[config.mk]
export PLATFORM = sky130hd
export DESIGN_NAME = positional_list_engine_flat
export DESIGN_NICKNAME = d
export VERILOG_FILES = /design/src/design/ple_pkg.sv /design/src/design/ple_if.sv /design/src/design/ple_ram.sv /design/src/design/positional_list_engine.sv /design/src/flat_wrapper.sv
export SDC_FILE = /design/constraint.sdc
export NUM_CORES = 1
export LEC_CHECK = 0
export ABC_AREA = 1
export BUFFER_PORTS_ARGS = -buffer_cell sky130_fd_sc_hd__buf_2
export CORE_MARGIN = 2
export CORE_UTILIZATION = 25
export DETAILED_ROUTE_END_ITERATION = 8
export GPL_ROUTABILITY_DRIVEN = 0
export GPL_TIMING_DRIVEN = 1
export PLACE_DENSITY = 0.42
export SETUP_SLACK_MARGIN = 0.1
export SYNTH_ARGS = -nofsm -noshare
export SYNTH_HDL_FRONTEND = slang
export SYNTH_SLANG_ARGS = --single-unit
[constraint.sdc]
create_clock -name clk -period 5.3 [get_ports clk]
set_input_delay 0.795 -clock clk [delete_from_list [all_inputs] [get_ports clk]]
set_output_delay 0.795 -clock clk [all_outputs]
set_load 0.01 [all_outputs]
[src/design/ple_pkg.sv]
// Package for the positional list engine: sizes, action and status codes,
// and the storage request type shared by the sequencer and its storage.
// Depends on nothing.
package ple_pkg;

	localparam int CAPACITY = 16;
	localparam int ADDR_W   = $clog2(CAPACITY);
	localparam int CNT_W    = $clog2(CAPACITY + 1);
	localparam int VAL_W    = 32;

	localparam logic [1:0] ACT_INSERT = 2'd0;
	localparam logic [1:0] ACT_DELETE = 2'd1;
	localparam logic [1:0] ACT_DUMP   = 2'd2;

	localparam logic [1:0] ST_OK   = 2'd0;
	localparam logic [1:0] ST_BAD  = 2'd1;
	localparam logic [1:0] ST_FULL = 2'd2;

	typedef struct packed {
		logic              we;
		logic [ADDR_W-1:0] waddr;
		logic [VAL_W-1:0]  wdata;
		logic [ADDR_W-1:0] raddr;
	} ram_req_t;

endpackage

[src/design/ple_if.sv]
// Handshake channels of the positional list engine: request and response words.
// Depends on ple_pkg.
interface ple_req_if;
	logic                             valid;
	logic                             ready;
	logic [1:0]                       action;
	logic [ple_pkg::CNT_W-1:0]        position;
	logic signed [ple_pkg::VAL_W-1:0] value;

	modport source (output valid, output action, output position, output value, input ready);
	modport sink   (input valid, input action, input position, input value, output ready);
endinterface

interface ple_rsp_if;
	logic                             valid;
	logic                             ready;
	logic [1:0]                       status;
	logic [ple_pkg::CNT_W-1:0]        count;
	logic signed [ple_pkg::VAL_W-1:0] item;
	logic                             item_valid;
	logic                             last;

	modport source (output valid, output status, output count, output item,
		output item_valid, output last, input ready);
	modport sink   (input valid, input status, input count, input item,
		input item_valid, input last, output ready);
endinterface

[src/design/ple_ram.sv]
// Entry storage of the positional list engine: one write port, one read port
// with registered read data. Depends on ple_pkg.
module ple_ram (
	input  logic                         clk,
	input  ple_pkg::ram_req_t            req,
	output logic [ple_pkg::VAL_W-1:0]    rdata
);

	logic [ple_pkg::VAL_W-1:0] mem [ple_pkg::CAPACITY];

	always_ff @(posedge clk) begin
		if (req.we) begin
			mem[req.waddr] <= req.wdata;
		end
		rdata <= mem[req.raddr];
	end

endmodule

[src/design/positional_list_engine.sv]
// Positional list engine: an ordered list of signed 32-bit values with insert,
// delete and dump, stored in one memory and moved one entry at a time.
// After a word is accepted, ready stays low while entries are shifted on insert or
// delete or read out on a dump, and on every word until its response is loaded,
// plus any output stall; the memory's single read and write port sets each shift's pace.
// Reset clears the count and control state; entries are undefined until written.
module positional_list_engine (
	input  logic          clk,
	input  logic          arst_n,
	ple_req_if.sink       req,
	ple_rsp_if.source     rsp
);

	typedef enum logic [2:0] {
		S_IDLE, S_INS_STEP, S_INS_WR, S_DEL_STEP, S_DEL_WR, S_DUMP_RD, S_DUMP_OUT, S_RESP
	} state_t;

	state_t                          state_q;
	logic [ple_pkg::CNT_W-1:0]       idx_q;
	logic [ple_pkg::CNT_W-1:0]       pos_q;
	logic [ple_pkg::CNT_W-1:0]       count_q;
	logic [ple_pkg::VAL_W-1:0]       val_q;
	logic [1:0]                      resp_status_q;

	logic                            out_valid_q;
	logic [1:0]                      out_status_q;
	logic [ple_pkg::CNT_W-1:0]       out_count_q;
	logic [ple_pkg::VAL_W-1:0]       out_item_q;
	logic                            out_item_valid_q;
	logic                            out_last_q;

	ple_pkg::ram_req_t               ram_req;
	logic [ple_pkg::VAL_W-1:0]       ram_rdata;
	logic [ple_pkg::CNT_W-1:0]       idx_dec;
	logic [ple_pkg::CNT_W-1:0]       idx_inc;
	logic                            out_free;
	logic                            out_load;
	logic                            accept;

	assign idx_dec  = idx_q - ple_pkg::CNT_W'(1);
	assign idx_inc  = idx_q + ple_pkg::CNT_W'(1);
	assign out_free = !out_valid_q || rsp.ready;
	assign out_load = out_free && (state_q == S_DUMP_OUT || state_q == S_RESP);
	assign req.ready = (state_q == S_IDLE);
	assign accept   = req.valid && req.ready;

	assign rsp.valid      = out_valid_q;
	assign rsp.status     = out_status_q;
	assign rsp.count      = out_count_q;
	assign rsp.item       = out_item_q;
	assign rsp.item_valid = out_item_valid_q;
	assign rsp.last       = out_last_q;

	always_comb begin
		ram_req.we    = 1'b0;
		ram_req.waddr = idx_q[ple_pkg::ADDR_W-1:0];
		ram_req.wdata = ram_rdata;
		ram_req.raddr = idx_q[ple_pkg::ADDR_W-1:0];
		case (state_q)
			S_INS_STEP: begin
				ram_req.raddr = idx_dec[ple_pkg::ADDR_W-1:0];
				if (idx_q == pos_q) begin
					ram_req.we    = 1'b1;
					ram_req.wdata = val_q;
				end
			end
			S_INS_WR: ram_req.we = 1'b1;
			S_DEL_STEP: ram_req.raddr = idx_inc[ple_pkg::ADDR_W-1:0];
			S_DEL_WR: ram_req.we = 1'b1;
			default: ;
		endcase
	end

	ple_ram u_ram (
		.clk   (clk),
		.req   (ram_req),
		.rdata (ram_rdata)
	);

	always_ff @(posedge clk or negedge arst_n) begin
		if (!arst_n) begin
			state_q          <= S_IDLE;
			idx_q            <= '0;
			pos_q            <= '0;
			count_q          <= '0;
			val_q            <= '0;
			resp_status_q    <= ple_pkg::ST_OK;
			out_valid_q      <= 1'b0;
			out_status_q     <= ple_pkg::ST_OK;
			out_count_q      <= '0;
			out_item_q       <= '0;
			out_item_valid_q <= 1'b0;
			out_last_q       <= 1'b0;
		end else begin
			if (rsp.ready && !out_load) begin
				out_valid_q <= 1'b0;
			end
			case (state_q)
				S_IDLE: begin
					if (accept) begin
						pos_q <= req.position;
						val_q <= req.value;
						case (req.action)
							ple_pkg::ACT_INSERT: begin
								if (req.position > count_q) begin
									resp_status_q <= ple_pkg::ST_BAD;
									state_q       <= S_RESP;
								end else if (count_q == ple_pkg::CNT_W'(ple_pkg::CAPACITY)) begin
									resp_status_q <= ple_pkg::ST_FULL;
									state_q       <= S_RESP;
								end else begin
									idx_q   <= count_q;
									state_q <= S_INS_STEP;
								end
							end
							ple_pkg::ACT_DELETE: begin
								if (req.position >= count_q) begin
									resp_status_q <= ple_pkg::ST_BAD;
									state_q       <= S_RESP;
								end else begin
									idx_q   <= req.position;
									state_q <= S_DEL_STEP;
								end
							end
							ple_pkg::ACT_DUMP: begin
								if (count_q == '0) begin
									resp_status_q <= ple_pkg::ST_OK;
									state_q       <= S_RESP;
								end else begin
									idx_q   <= '0;
									state_q <= S_DUMP_RD;
								end
							end
							default: begin
								resp_status_q <= ple_pkg::ST_BAD;
								state_q       <= S_RESP;
							end
						endcase
					end
				end
				S_INS_STEP: begin
					if (idx_q == pos_q) begin
						count_q       <= count_q + ple_pkg::CNT_W'(1);
						resp_status_q <= ple_pkg::ST_OK;
						state_q       <= S_RESP;
					end else begin
						state_q <= S_INS_WR;
					end
				end
				S_INS_WR: begin
					idx_q   <= idx_dec;
					state_q <= S_INS_STEP;
				end
				S_DEL_STEP: begin
					if (idx_inc == count_q) begin
						count_q       <= count_q - ple_pkg::CNT_W'(1);
						resp_status_q <= ple_pkg::ST_OK;
						state_q       <= S_RESP;
					end else begin
						state_q <= S_DEL_WR;
					end
				end
				S_DEL_WR: begin
					idx_q   <= idx_inc;
					state_q <= S_DEL_STEP;
				end
				S_DUMP_RD: state_q <= S_DUMP_OUT;
				S_DUMP_OUT: begin
					if (out_free) begin
						out_valid_q      <= 1'b1;
						out_status_q     <= ple_pkg::ST_OK;
						out_count_q      <= count_q;
						out_item_q       <= ram_rdata;
						out_item_valid_q <= 1'b1;
						out_last_q       <= (idx_inc == count_q);
						if (idx_inc == count_q) begin
							state_q <= S_IDLE;
						end else begin
							idx_q   <= idx_inc;
							state_q <= S_DUMP_RD;
						end
					end
				end
				S_RESP: begin
					if (out_free) begin
						out_valid_q      <= 1'b1;
						out_status_q     <= resp_status_q;
						out_count_q      <= count_q;
						out_item_q       <= '0;
						out_item_valid_q <= 1'b0;
						out_last_q       <= 1'b1;
						state_q          <= S_IDLE;
					end
				end
				default: state_q <= S_IDLE;
			endcase
		end
	end

endmodule
[src/flat_wrapper.sv]
// flat-port wrapper written by rule: the top's interface ports become plain ports
module positional_list_engine_flat 
  (clk, arst_n, req_valid, req_action, req_position, req_value, req_ready, rsp_valid, rsp_status, rsp_count, rsp_item, rsp_item_valid, rsp_last, rsp_ready);
  ple_req_if req_i ();
  ple_rsp_if rsp_i ();
  input  logic clk;
  input  logic arst_n;
  input wire logic [$bits(req_i.valid)-1:0] req_valid;
  input wire logic [$bits(req_i.action)-1:0] req_action;
  input wire logic [$bits(req_i.position)-1:0] req_position;
  input wire logic [$bits(req_i.value)-1:0] req_value;
  output wire logic [$bits(req_i.ready)-1:0] req_ready;
  output wire logic [$bits(rsp_i.valid)-1:0] rsp_valid;
  output wire logic [$bits(rsp_i.status)-1:0] rsp_status;
  output wire logic [$bits(rsp_i.count)-1:0] rsp_count;
  output wire logic [$bits(rsp_i.item)-1:0] rsp_item;
  output wire logic [$bits(rsp_i.item_valid)-1:0] rsp_item_valid;
  output wire logic [$bits(rsp_i.last)-1:0] rsp_last;
  input wire logic [$bits(rsp_i.ready)-1:0] rsp_ready;
  assign req_i.valid = req_valid;
  assign req_i.action = req_action;
  assign req_i.position = req_position;
  assign req_i.value = req_value;
  assign req_ready = req_i.ready;
  assign rsp_valid = rsp_i.valid;
  assign rsp_status = rsp_i.status;
  assign rsp_count = rsp_i.count;
  assign rsp_item = rsp_i.item;
  assign rsp_item_valid = rsp_i.item_valid;
  assign rsp_last = rsp_i.last;
  assign rsp_i.ready = rsp_ready;
  positional_list_engine u_core (.clk(clk), .arst_n(arst_n), .req(req_i), .rsp(rsp_i));
endmodule
## Yosys cells after proc, flatten, opt, wreduce, memory -nomap -nowiden

Memory sizes are Yosys's and may differ from the RTL's. A register that Yosys moved wholly into a read port is not among the register bits.
Cells that the tools add are included.

| word-level totals | value |
|---|---|
| memories | 1 |
| output and inout port bits | 43 |
| register bits after elaboration | 94 |
| memory bits (writable) | 512 |
| input bits | 43 |
| word-level logic and storage cells | 122 |

Memories:

| memory | words | width | rd ports | clocked after Yosys merged registers in | wr ports | RTL line | source |
|---|---|---|---|---|---|---|---|
| u_core.u_ram.mem | 16 | 32 | 1 | 1 | 1 | ple_ram.sv:9 | `logic [ple_pkg::VAL_W-1:0] mem [ple_pkg::CAPACITY];` |

| cells by class | value |
|---|---|
| eq/ne operators | 26 |
| add/subtract/negate cells | 4 |
| $lt $le $gt $ge | 2 |
| multiplexer cells | 54 |
| reduce and logical (&&, ||, !) cells | 23 |

Operator list:

| operator | count |
|---|---|
| $mux 32 | 4 |
| $pmux 32 s2 | 1 |
| $mux 5 | 9 |
| $mux 3 | 8 |
| $pmux 3 s8 | 1 |
| $mux 2 | 11 |
| $pmux 5 s4 | 1 |
| $ne 3x3->1 const B | 6 |
| $pmux 5 s3 | 1 |
| $eq 3x3->1 const B | 4 |
| $pmux 2 s3 | 2 |
| $add 5x1->5 const B | 2 |
| $eq 5x5->1 | 2 |
| $pmux 5 s2 | 1 |
| $sub 5x1->5 const B | 2 |
| $mux 1 | 9 |
| $pmux 3 s3 | 1 |
| $reduce_and 3->1 | 3 |
| $reduce_and 9->1 | 1 |
| $ne 2x1->1 const B | 4 |
| $ne 4x4->1 const B | 2 |
| $pmux 4 s2 | 1 |
| $reduce_and 7->1 | 1 |
| $eq 3x2->1 const B | 2 |
| other kinds (20) | 30 |

## Logic depth before layout (Yosys ltp)

Gate-level depths: netlist of run 1.

| depth | value |
|---|---|
| word-level depth | 8 |
| mapped depth | 15 |
| mapped depth without buffers | 14 |

## By module

A second synthesis of run 1 with hierarchy kept.

| second synthesis, totals | value |
|---|---|
| cells, all modules | 2711 |
| area total of the unflattened synthesis | 27757.9 um^2 |

By module, submodules not included:

| module | instances | cells each | seq. area each (um^2) | area each (um^2) |
|---|---|---|---|---|
| ple_ram | 1 | 2120 | 16015.4 | 22730.6 |
| positional_list_engine | 1 | 591 | 2352.3 | 5027.3 |

## Least setup slack after synthesis of run 1

OpenSTA, ideal clock, no wires.

| timing path | value |
|---|---|
| path kind | reg-to-reg |
| start | register u_core.idx_q[0] (netlist name) |
| end | memory u_core.u_ram.mem[3][0] (netlist name), enable pin |
| data required time | 4.839 ns |
| arrival | 3.370 ns |
| stages on the path, launching flop included | 8 |
| slack | 1.469 ns |
| path buffers | 1 |
| library setup time | 0.461 ns |
| clock period less this slack | 3.831 ns |
| path through | dfrtp_1 > buf_2 > xor2_1 > nor2_1 > nand4_1 > nand3_1 > inv_1 > nor3_1 |

| between the ends | value |
|---|---|
| cells in the longest elaborated chain, start to end | 5 |

Ends and longest elaborated chain:

| item | RTL line | source |
|---|---|---|
| from (decl) | positional_list_engine.sv:19 | `logic [ple_pkg::CNT_W-1:0] idx_q;` |
| from (signal assigned) | positional_list_engine.sv:112 | `idx_q <= count_q;` |
| from (signal assigned) | positional_list_engine.sv:121 | `idx_q <= req.position;` |
| from (signal assigned) | positional_list_engine.sv:151 | `idx_q <= idx_dec;` |
| $eq 5x5->1 | positional_list_engine.sv:62 | `if (idx_q == pos_q) begin` |
| $mux 1 | positional_list_engine.sv:62 |  |
| $pmux 1 s2 | positional_list_engine.sv:59 | `case (state_q)` |
| $mux 1 | ple_ram.sv:12 | `if (req.we) begin` |
| $mux 1 (implied by the code) | ple_ram.sv:13 | `mem[req.waddr] <= req.wdata;` |
| to (decl) | ple_ram.sv:9 |  |

Several ways; a longest one is shown, not always the timed one.

## Worst setup path after layout of run 1

| timing path | value |
|---|---|
| start | register u_core.idx_q[0] (netlist name) |
| end | register u_core.u_ram.rdata[14] (netlist name) (read register of u_core.u_ram.mem) |

| between the ends | value |
|---|---|
| cells in the longest elaborated chain, start to end | 2 |
| elaborated cells between the ends (all ways) | 3 |
| classes of those cells | add/sub (2); mux (1) |

Ends and longest elaborated chain:

| item | RTL line | source |
|---|---|---|
| $add 5x1->5 or $sub 5x1->5 (tied branches) | positional_list_engine.sv:41, positional_list_engine.sv:40 |  |
| $pmux 4 s2 * | positional_list_engine.sv:59 |  |
| to (decl) | ple_ram.sv:6 | `output logic [ple_pkg::VAL_W-1:0] rdata` |

Mark *: on every way between the ends. The rest lies on a longest branch, timed or not.
A chain may end at the register's enable or synchronous reset.

==> impl_results.md, run 1 <==
* Top post-synthesis cells by count: nand2_1 (725), inv_1 (584), edfxtp_1 (512)
* Grt ovf at 0
* Slowest cell on crit path: clkinv_2
* Worst Setup Start Kind: flop
* Cell type with the largest total area after synthesis: edfxtp_1
* Post-Syn Area at 0.02804 mm^2
* Worst VDD drop at around 0.00053 V
* Worst slew pin tran at 1.117 ns
* Post-route clock period utilization at 68.83%
* Crit-path max cell delay at approximately 0.7 ns
* DRC violations left at 0
* Wire per inst at roughly 18 um
* Switching Fraction at 41.61%
* First-pass GRT wire length at between 100 and 150 mm
* Final nets at 2957
* Rows at 122
* Vias in the first global route at 18570
* Post-route clock skew at 0.01836 ns
* GRT Resource Usage Total at 13.67%
* CP Capture Type: flop
* Synth top area share at ~55%
* Die Ht at 338.9 um
* Post-synthesis sequential area ratio at 65.50%
* Worst Path Arrival at 4.20 ns
* Fin crit period at 3.648 ns
* Worst Path Buf+Inv at 4
* Most common flop cell mapped by yosys: edfxtp_1
* Initial DRC Count at roughly 1100
* Share of layout cells above drive strength 1 at between 10% and 20%
* Power per cell area at about 650 mW/mm^2
* Post-synth EDFFs at 512
* Leak Pwr at 0.01416 uW
* Cell-internal power at 12450 uW
* Number of setup violations in the final report at 0
* Num CTS Buffers at 76
* Hpwl dp at 44.63 mm
* Cells after Synth at ~2800
* CTS tree: yes
* Number of synthesis warnings at 0
* Clock sink count at 638
* Delay-heaviest family, CP: buffers and inverters
* Die width at 338.9 um
* Clock slew at reported path FFs at approximately 0.060 ns
* Root buf cell: clkbuf_16
* Max cap viols at 0
* Post-Route WL at a little under 80 mm
* Fin. Hold Viols at 0
* Worst-path maximum fanout at 35
* H-tree levels at 3
* Post-route ant nets at 0
* Share of flip-flops with an asynchronous set or reset at 14.73%
* Hold Path Class: in2async
* Core ar. at approximately 0.11 mm^2
* Count leader, synth: nand2_1
* Placed cells at between 4000 and 5000
* DR pass1 iterations at 5
* IO buf count at 85
* Setup CP Type: reg2reg
* Reg power frac at approximately a third
* RSZ-0062 raised after global routing: no
* Fin area at 0.03267 mm^2
* Area contributors post-synth: edfxtp_1 (55%), nand2_1 (9.7%), nand3_1 (8.5%), dfrtp_1 (8.4%), inv_1 (7.8%)
* Dpl cell area at 0.03030 mm^2
* Non-Filler Instances at 4444
* P_sw at 8871 uW
* Largest net degree at the start of global routing at 129
* Setup TNS at 0 ns
* Status: finished, final reports clean
* Synth-to-Final Area Change at 16.51%
* CP cell instances: inv_1, ha_1, xor2_1, nand2_1, o21ai_0, a21oi_4, buf_4, clkinv_2, buf_4, nand3_1, nand3_1, nand2_1
* # hold bufs at CTS at 0
* Total Power at 21320 uW
* Comb pwr share at 42.1%
* Vias/cell at between 4 and 5
* Initial antenna violation count at 0
* Post-cts resize count at 0
* Synth Net Count at 2854
* Avg Synthesized Cell Area at 10.04 um^2
* Die Area at 0.1149 mm^2
* Maximum clock rate at 0.2741 GHz
* Post-CTS setup buffer count at 0
* Antenna diode count at 0
* Clk pwr share at 23.5%
* Data required, critical path at 5.85 ns
* FF+latch count, synth at 638
* Total of fill cells in the finished design at approximately 12000
* Distinct cells, synth at 38
* Final count of pins violating max slew at 0
* Slew HR at 25.37%
* Multi-input logic area at 0.006863 mm^2
* Sequential Area at 0.01837 mm^2
* Clock Path Buffers at 3
* Worst-case hold slack at between 0.2 and 0.25 ns
* Latest clock arrival within the worst-skew pair at 0.62 ns
* I/O pin cnt at 86
* DR vias at 18634
* Initial core utilization at 25.27%
[layout by cell type, fill, tap and decap left out, drive strengths merged, types with 2 or more instances in the layout]
master / count
nand2: 730
inv: 592
edfxtp: 512
nand3: 481
buf: 151
clkbuf: 104
dfrtp: 94
o21ai: 83
nor2: 41
mux2: 32
dfxtp: 32
clkinv: 30
ha: 17
a21oi: 10
xor2: 9
nand4: 7
o22ai: 6
nor3: 6
o211ai: 5
xnor2: 3
clkinvlp: 3
or2: 2
bufinv: 2
[metal layers]
| metal | vias up | routed length, um | part of all wire, % | global-route usage, % |
|---|---|---|---|---|
| met4 | 0 | 1549 | 2.0 | 3.889 |
| met2 | 260 | 38820 | 49 | 23.56 |
| li1 | 9162 | - | - | - |
| met5 | - | 0 | 0 | 0 |
| met1 | 9121 | 36490 | 46 | 17.86 |
| met3 | 91 | 2490 | 3.1 | 1.845 |
[worst paths after layout]
path | from | end | slack [ns] | depth (start not counted)
max | u_core.idx_q[0]$_DFFE_PN0P_ | u_core.u_ram.rdata[14]$_DFF_P_ | 1.65 | 12
min | arst_n | u_core.rsp.count[4]$_DFFE_PN0P_ | 0.24 | 1
max reg2reg | u_core.idx_q[0]$_DFFE_PN0P_ | u_core.u_ram.rdata[14]$_DFF_P_ | 1.65 | 12
min reg2reg | u_core.u_ram.rdata[8]$_DFF_P_ | u_core.rsp.item[8]$_DFFE_PN0P_ | 0.47 | 2
max in group asynchronous | arst_n | u_core.val_q[1]$_DFFE_PN0P_ | 3.87 | 2
min in group clk | rsp_ready | u_core.rsp.valid$_DFF_PN0_ | 0.38 | 2
[area by class of cell]
type,count,area share (%)
tap,1488,5.698
multi-input combinational,1436,21.00
timing repair buffer,151,2.979
clock inverter,34,0.6472
clock buffer,104,6.621
sequential,638,56.22
inverter,593,6.832
[flip-flops by register name, indices dropped and copies added (netlist names)]
| name | flops |
|---|---|
| u_core.rsp.item_valid | 1 |
| u_core.pos_q | 5 |
| u_core.state_q | 3 |
| u_core.resp_status_q | 2 |
| u_core.count_q | 5 |
| u_core.rsp.item | 32 |
| u_core.val_q | 32 |
| u_core.rsp.count | 5 |
| u_core.u_ram.rdata | 32 |
| u_core.u_ram.mem | 512 |
| u_core.rsp.last | 1 |
| u_core.idx_q | 5 |
| u_core.rsp.valid | 1 |
| u_core.rsp.status | 2 |
[per-stage QoR]
step                util (%)  worst slack (ns)
global placement       27.30             1.714
floorplan                  -             1.469
detailed placement     27.30             1.672
CTS                    29.44             1.630
finish                 29.44             1.652
global route           29.44             1.390
[cell families (layout without fill, tap and decap cells)]
group / count (synthesis) / count (layout) / synth area share [%]
fa+ha+maj: 18 / 18 / 0.8299
buf+inv: 719 / 882 / 10.58
compound gates: 106 / 106 / 2.012
xor+xnor: 12 / 12 / 0.3748
simple gates: 1268 / 1268 / 19.42
flops: 638 / 638 / 65.50
mux: 32 / 32 / 1.285
[power by group through the flow]
stage	Clock, uW	Combinational, uW	Sequential (uW)
after floorplan	0	6210	7350
after global placement	0	9230	7470
after global routing	5350	10100	7430
after CTS	5150	9220	7370
after detailed placement	0	9190	7460
final	5000	8970	7350
Note: power is estimated with default switching activity, not from simulation.
==> inputs of run 2 (changes only) <==
ABC_AREA = 0   (was 1)
clock period = 3.8 ns   (was 5.3 ns; I/O delays follow)
==> impl_results.md, run 2 <==
* Worst-path maximum fanout at slightly above 70
* Most common flop cell mapped by yosys: edfxtp_1
* Setup TNS at 0 ns
* Worst VDD drop at 0.0009073 V
* DR vias at 12404
* Vias/cell at approximately 4.5
* Crit-path max cell delay at about 0.60 ns
* DRC violations left at 0
* CP cell instances: inv_1, ha_1, xor2_1, nor2_1, a21oi_4, buf_12, mux4_2, mux4_2
* Root buf cell: clkbuf_16
* # hold bufs at CTS at 0
* I/O pin cnt at 86
* Post-synth EDFFs at slightly above 500
* Fin crit period at between 3 and 4 ns
* Slowest cell on crit path: dfrtp_1
* RSZ-0062 raised after global routing: no
* Fin. Hold Viols at 0
* IO buf count at 85
* Clock sink count at 638
* Post-synthesis sequential area ratio at 73.22%
* Hold Path Class: in2async
* Clock slew at reported path FFs at approximately 0.06 ns
* Vias in the first global route at 13179
* DR pass1 iterations at 6
* Post-Syn Area at 0.02509 mm^2
* Min setup slack post-route at approximately 0.70 ns
* Distinct cells, synth at between 50 and 60
* Initial antenna violation count at 2
* Multi-input logic area at 0.006534 mm^2
* Final nets at approximately 1500
* Synth-to-Final Area Change at 19.38%
* Core ar. at about 0.1 mm^2
* FF+latch count, synth at roughly 640
* Largest net degree at the start of global routing at 73
* Maximum clock rate at between 0.3 and 0.4 GHz
* Initial core utilization at 25.16%
* Final count of pins violating max slew at 0
* Post-route clock skew at roughly 0.025 ns
* Slew HR at 41.32%
* Worst Path Arrival at 3.57 ns
* GRT Resource Usage Total at around 13%
* Rows at around 120
* Die Ht at 320.8 um
* Number of setup violations in the final report at 0
* Post-Route WL at around 64 mm
* DP Worst Slack at 0.7317 ns
* Num CTS Buffers at 71
* Cells after Synth at 1266
* Share of flip-flops with an asynchronous set or reset at 14.73%
* Data required, critical path at 4.27 ns
* FF-to-FF setup slack at 0.70 ns
* Worst Setup Start Kind: flop
* Max FFs per register at ~500
* Leak Pwr at 0.01030 uW
* Area contributors post-synth: edfxtp_1 (61%), mux4_2 (14%), dfrtp_1 (9.4%), mux2_2 (3.2%), dfxtp_1 (2.6%)
* Power per cell area at 892.6 mW/mm^2
* Status: finished, final reports clean
* Latest clock arrival within the worst-skew pair at roughly 0.61 ns
* Dpl cell area at 0.02759 mm^2
* Total of fill cells in the finished design at 9622
* CP Capture Type: flop
* Post-route clock period utilization at 81.46%
* Commonest non-fill, non-tap cells in the layout: edfxtp_1 (512), mux4_2 (160), nand2_1 (100), dfrtp_1 (93), buf_2 (84)
* Grt ovf at 0
* Antenna diode count at 0
* Worst slew pin tran at 0.8802 ns
* Die Area at 0.1029 mm^2
* Avg Synthesized Cell Area at 19.82 um^2
* Sequential Area at 0.01837 mm^2
* Cell type with the largest total area after synthesis: edfxtp_1
* Synth Net Count at around 1300
* Share of layout cells above drive strength 1 at 34.81%
* Count leader, synth: edfxtp_1
* Initial DRC Count at 907
* Wire per inst at 23.11 um
* Clock Path Buffers at 3
* Non-Filler Instances at roughly 2800
* Register with the most flip-flops: u_core.u_ram.mem
* Setup CP Type: reg2reg
* Placed cells at 2635
* Number of synthesis warnings at 0
* Top post-synthesis cells by count: edfxtp_1 (512), mux4_2 (160), nand2_1 (100)
* H-tree levels at 3
* Hpwl dp at about 34 mm
* Commonest non-fill, non-tap cell in the layout: edfxtp_1
* First-pass GRT wire length at about 94 mm
* Die width at 320.8 um
* CTS tree: yes
* Max cap viols at 0
* Synth top area share at 61.29%
* Crit path top cell by count: mux4_2
* Post-route ant nets at 0
* Total Power at 26730 uW
* Fin area at between 0.02 and 0.03 mm^2
* Post-CTS setup buffer count at 0
* Post-cts resize count at 0
[run 2: changes by cell type after synthesis, sizes merged, moves of 64 or more]
cell,change
o21ai,-64
mux4,+160
inv,-579
nand3,-468
buf,-75
nand2,-629
[run 2: kinds of logic after synthesis]
| group | count (synthesis) | share of synthesized area (%) |
|---|---|---|
| xor+xnor | 23 | 0.8030 |
| flops | 638 | 73.22 |
| compound gates | 65 | 1.771 |
| fa+ha+maj | 18 | 0.9277 |
| mux | 240 | 17.94 |
| simple gates | 203 | 3.940 |
| buf+inv | 79 | 1.406 |
[run 2: final cells by class]
type / instances / share of cell area (%)
clock buffer: 96 / 6.664
clock inverter: 35 / 1.199
tap: 1298 / 5.423
timing repair buffer: 137 / 3.401
inverter: 13 / 0.1629
sequential: 638 / 61.33
multi-input combinational: 549 / 21.82
[run 2: worst paths after layout]
kind / from / to / cells after the start
max in group asynchronous: arst_n / u_core.rsp.item[7]$_DFFE_PN0P_ / 2
hold reg to reg: u_core.rsp.item[31]$_DFFE_PN0P_ / u_core.rsp.item[31]$_DFFE_PN0P_ / 2
setup reg to reg: u_core.idx_q[1]$_DFFE_PN0P_ / u_core.u_ram.rdata[1]$_DFF_P_ / 8
setup / recovery: u_core.idx_q[1]$_DFFE_PN0P_ / u_core.u_ram.rdata[1]$_DFF_P_ / 8
min in group clk: req_value[26] / u_core.val_q[26]$_DFFE_PN0P_ / 2
hold / removal: arst_n / u_core.rsp.status[1]$_DFFE_PN0P_ / 1
[run 2: worst max-delay path: cells and delay by family (launching register included)]
kind	cells	cell delay, ns
AO/OA/AOI/OAI	1	0.18
buffers and inverters	2	0.61
AND/OR/NAND/NOR	1	0.09
adder cells (fa/ha/maj)	1	0.41
flip-flops	1	0.60
XOR/XNOR	1	0.16
multiplexers	2	0.85
[run 2: metrics by stage]
stage | hold slack [ns] | util [%]
final | 0.05997 | 30.04
after global placement | 0.4493 | 27.67
after detailed placement | 0.4520 | 27.67
after CTS | 0.07120 | 30.04
after global routing | 0.1146 | 30.04
after floorplan | 0.2744 | -
[run 2: power breakdown]
part           total (uW)  internal, uW  leakage [uW]  switching, uW
Combinational        9530          4570       0.00308           4960
Sequential          10300          9640       0.00607            658
Clock                6900          4110       0.00115           2790
[run 2: per-layer routing]
layer	up-vias	wire length [um]	part of all wire (%)	track usage, %
met4	0	1159	1.8	3.738
met5	-	0	0	0
met2	246	31300	49	20.96
met1	6707	28990	45	16.92
li1	5370	-	-	-
met3	81	2482	3.9	2.053
==> inputs of run 3 (changes only) <==
clock period = 3 ns   (was 3.8 ns; I/O delays follow)
==> impl_results.md, run 3 (synthesis results as in run 2) <==
* Status: finished, final reports clean
* Register with the most flip-flops: u_core.u_ram.mem
* Delay-heaviest family, CP: compound AO/OA/AOI/OAI gates
* Core ar. at 0.09971 mm^2
* Fin crit period at 2.743 ns
* DRC violations left at 0
* Worst slew pin tran at 0.8436 ns
* Cells on Worst Hold Path at 2
* Largest net degree at the start of global routing at 45
* DR vias at 12593
* Slowest cell on crit path: dfrtp_1
* Commonest non-fill, non-tap cell in the layout: edfxtp_1
* Data required, critical path at 3.49 ns
* CP Capture Type: flop
* H-tree levels at 3
* Worst Path Arrival at 3.24 ns
* Maximum clock rate at 0.3646 GHz
* Die width at 320.8 um
* Initial DRC Count at between 900 and 1000
* Hold Path Class: in2reg
* Post-Route WL at around 66 mm
* Commonest non-fill, non-tap cells in the layout: edfxtp_1 (512), mux4_2 (160), nand2_1 (100), dfrtp_1 (92), buf_2 (84)
* Die Area at 0.1029 mm^2
* Worst Setup Start Kind: flop
* Final count of pins violating max slew at 0
* Initial core utilization at between 20% and 30%
* Vias in the first global route at 13307
* Final Core Density at 30.79%
* Synth-to-Final Area Change at 22.37%
* I/O pin cnt at 86
* Setup CP Type: reg2reg
* Latest clock arrival within the worst-skew pair at slightly above 0.6 ns
* Max FFs per register at between 500 and 600
* Post-route clock period utilization at 91.43%
* Clock Path Buffers at 3
* Initial antenna violation count at 2
* DR pass1 iterations at 4
* Slew HR at a little over two fifths
* Die Ht at 320.8 um
* GRT Resource Usage Total at 12.90%
* Clock sink count at 638
* Multi-input logic area at 0.006534 mm^2
* Power per cell area at 1144 mW/mm^2
* CP cell instances: inv_1, ha_1, and2_1, a221o_1, o211ai_1, a41oi_1, nor2_1, mux2_2
* Total of fill cells in the finished design at 9614
* Leak Pwr at 0.01064 uW
* Sequential Area at around 0.018 mm^2
* Hpwl dp at 37.42 mm
* Worst VDD drop at 0.0009091 V
* Total Power at 35130 uW
* RSZ-0062 raised after global routing: no
* Wire per inst at 23.40 um
* Post-route ant nets at 0
* IO buf count at 85
* Final nets at 1516
* First-pass GRT wire length at 95.57 mm
* Share of layout cells above drive strength 1 at a little over a third
* Grt ovf at 0
* Worst r2r path cells at 8
* Post-route clock skew at 0.01516 ns
* Worst path depth at 8
* Clock slew at reported path FFs at 0.06 ns
* Root buf cell: clkbuf_16
* CTS tree: yes
* Num CTS Buffers at 73
* Max cap viols at 0
* Worst Path Buf+Inv at 1
* Crit-path max cell delay at ~0.43 ns
* Worst-path maximum fanout at 4
* Number of setup violations in the final report at 0
* DP Worst Slack at 0.1866 ns
* Fin. Hold Viols at 0
* Rows at approximately 120
* Min setup slack post-route at 0.2571 ns
* Vias/cell at ~4.5
==> run 3: report_power, final <==
group	internal, uW	switching [uW]
registers	12200	780
clock network	5530	3590
logic	6430	6580
==> run 3: path summary, 6_finish.rpt <==
check | startpoint | to | slack [ns]
max in group asynchronous | arst_n | u_core.rsp.item[13]$_DFFE_PN0P_ | 1.73
worst min register to register | u_core.rsp.item[3]$_DFFE_PN0P_ | u_core.rsp.item[3]$_DFFE_PN0P_ | 0.46
min in group asynchronous | arst_n | u_core.rsp.item_valid$_DFFE_PN0P_ | 0.48
worst max-delay path | u_core.count_q[3]$_DFFE_PN0P_ | u_core.idx_q[2]$_DFFE_PN0P_ | 0.26
worst min-delay path | req_value[28] | u_core.val_q[28]$_DFFE_PN0P_ | 0.07
worst max register to register | u_core.count_q[3]$_DFFE_PN0P_ | u_core.idx_q[2]$_DFFE_PN0P_ | 0.26
==> run 3: stage by stage <==
step / instances / setup TNS [ns] / hold WS (ns) / area [um^2]
finish: 2816 / 0 / 0.06966 / 30700
global route: 2814 / 0 / 0.05140 / 30690
CTS: 2814 / 0 / 0.02607 / 30690
detailed placement: 2677 / 0 / 0.4523 / 28220
global placement: 2677 / 0 / 0.4486 / 28220
floorplan: 1266 / -176.83 / 0.1544 / 25100
==> run 3: area by class of cell <==
class                      count  share of cell area (%)
timing repair buffer         180                   5.396
tap                         1298                   5.290
inverter                      13                  0.1590
clock inverter                36                   1.288
sequential                   638                   59.84
antenna                        2                 0.01630
clock buffer                 100                   6.729
multi-input combinational    549                   21.28
==> run 3: per-layer routing <==
layer	vias up	global-route usage (%)	share of wire, %
met2	220	20.80	48
li1	5483	-	-
met1	6813	17.95	47
met4	4	3.614	1.6
met3	73	2.179	3.9
met5	-	0	0.046
==> run 3: repair_timing <==
action / CTS / global route
hold endpoints to repair: 41 / 0
endpoints found under the setup margin: 0 / 27
setup buffers: 0 / 0
hold buffers: 1 / 0
gates resized for setup: 0 / 1
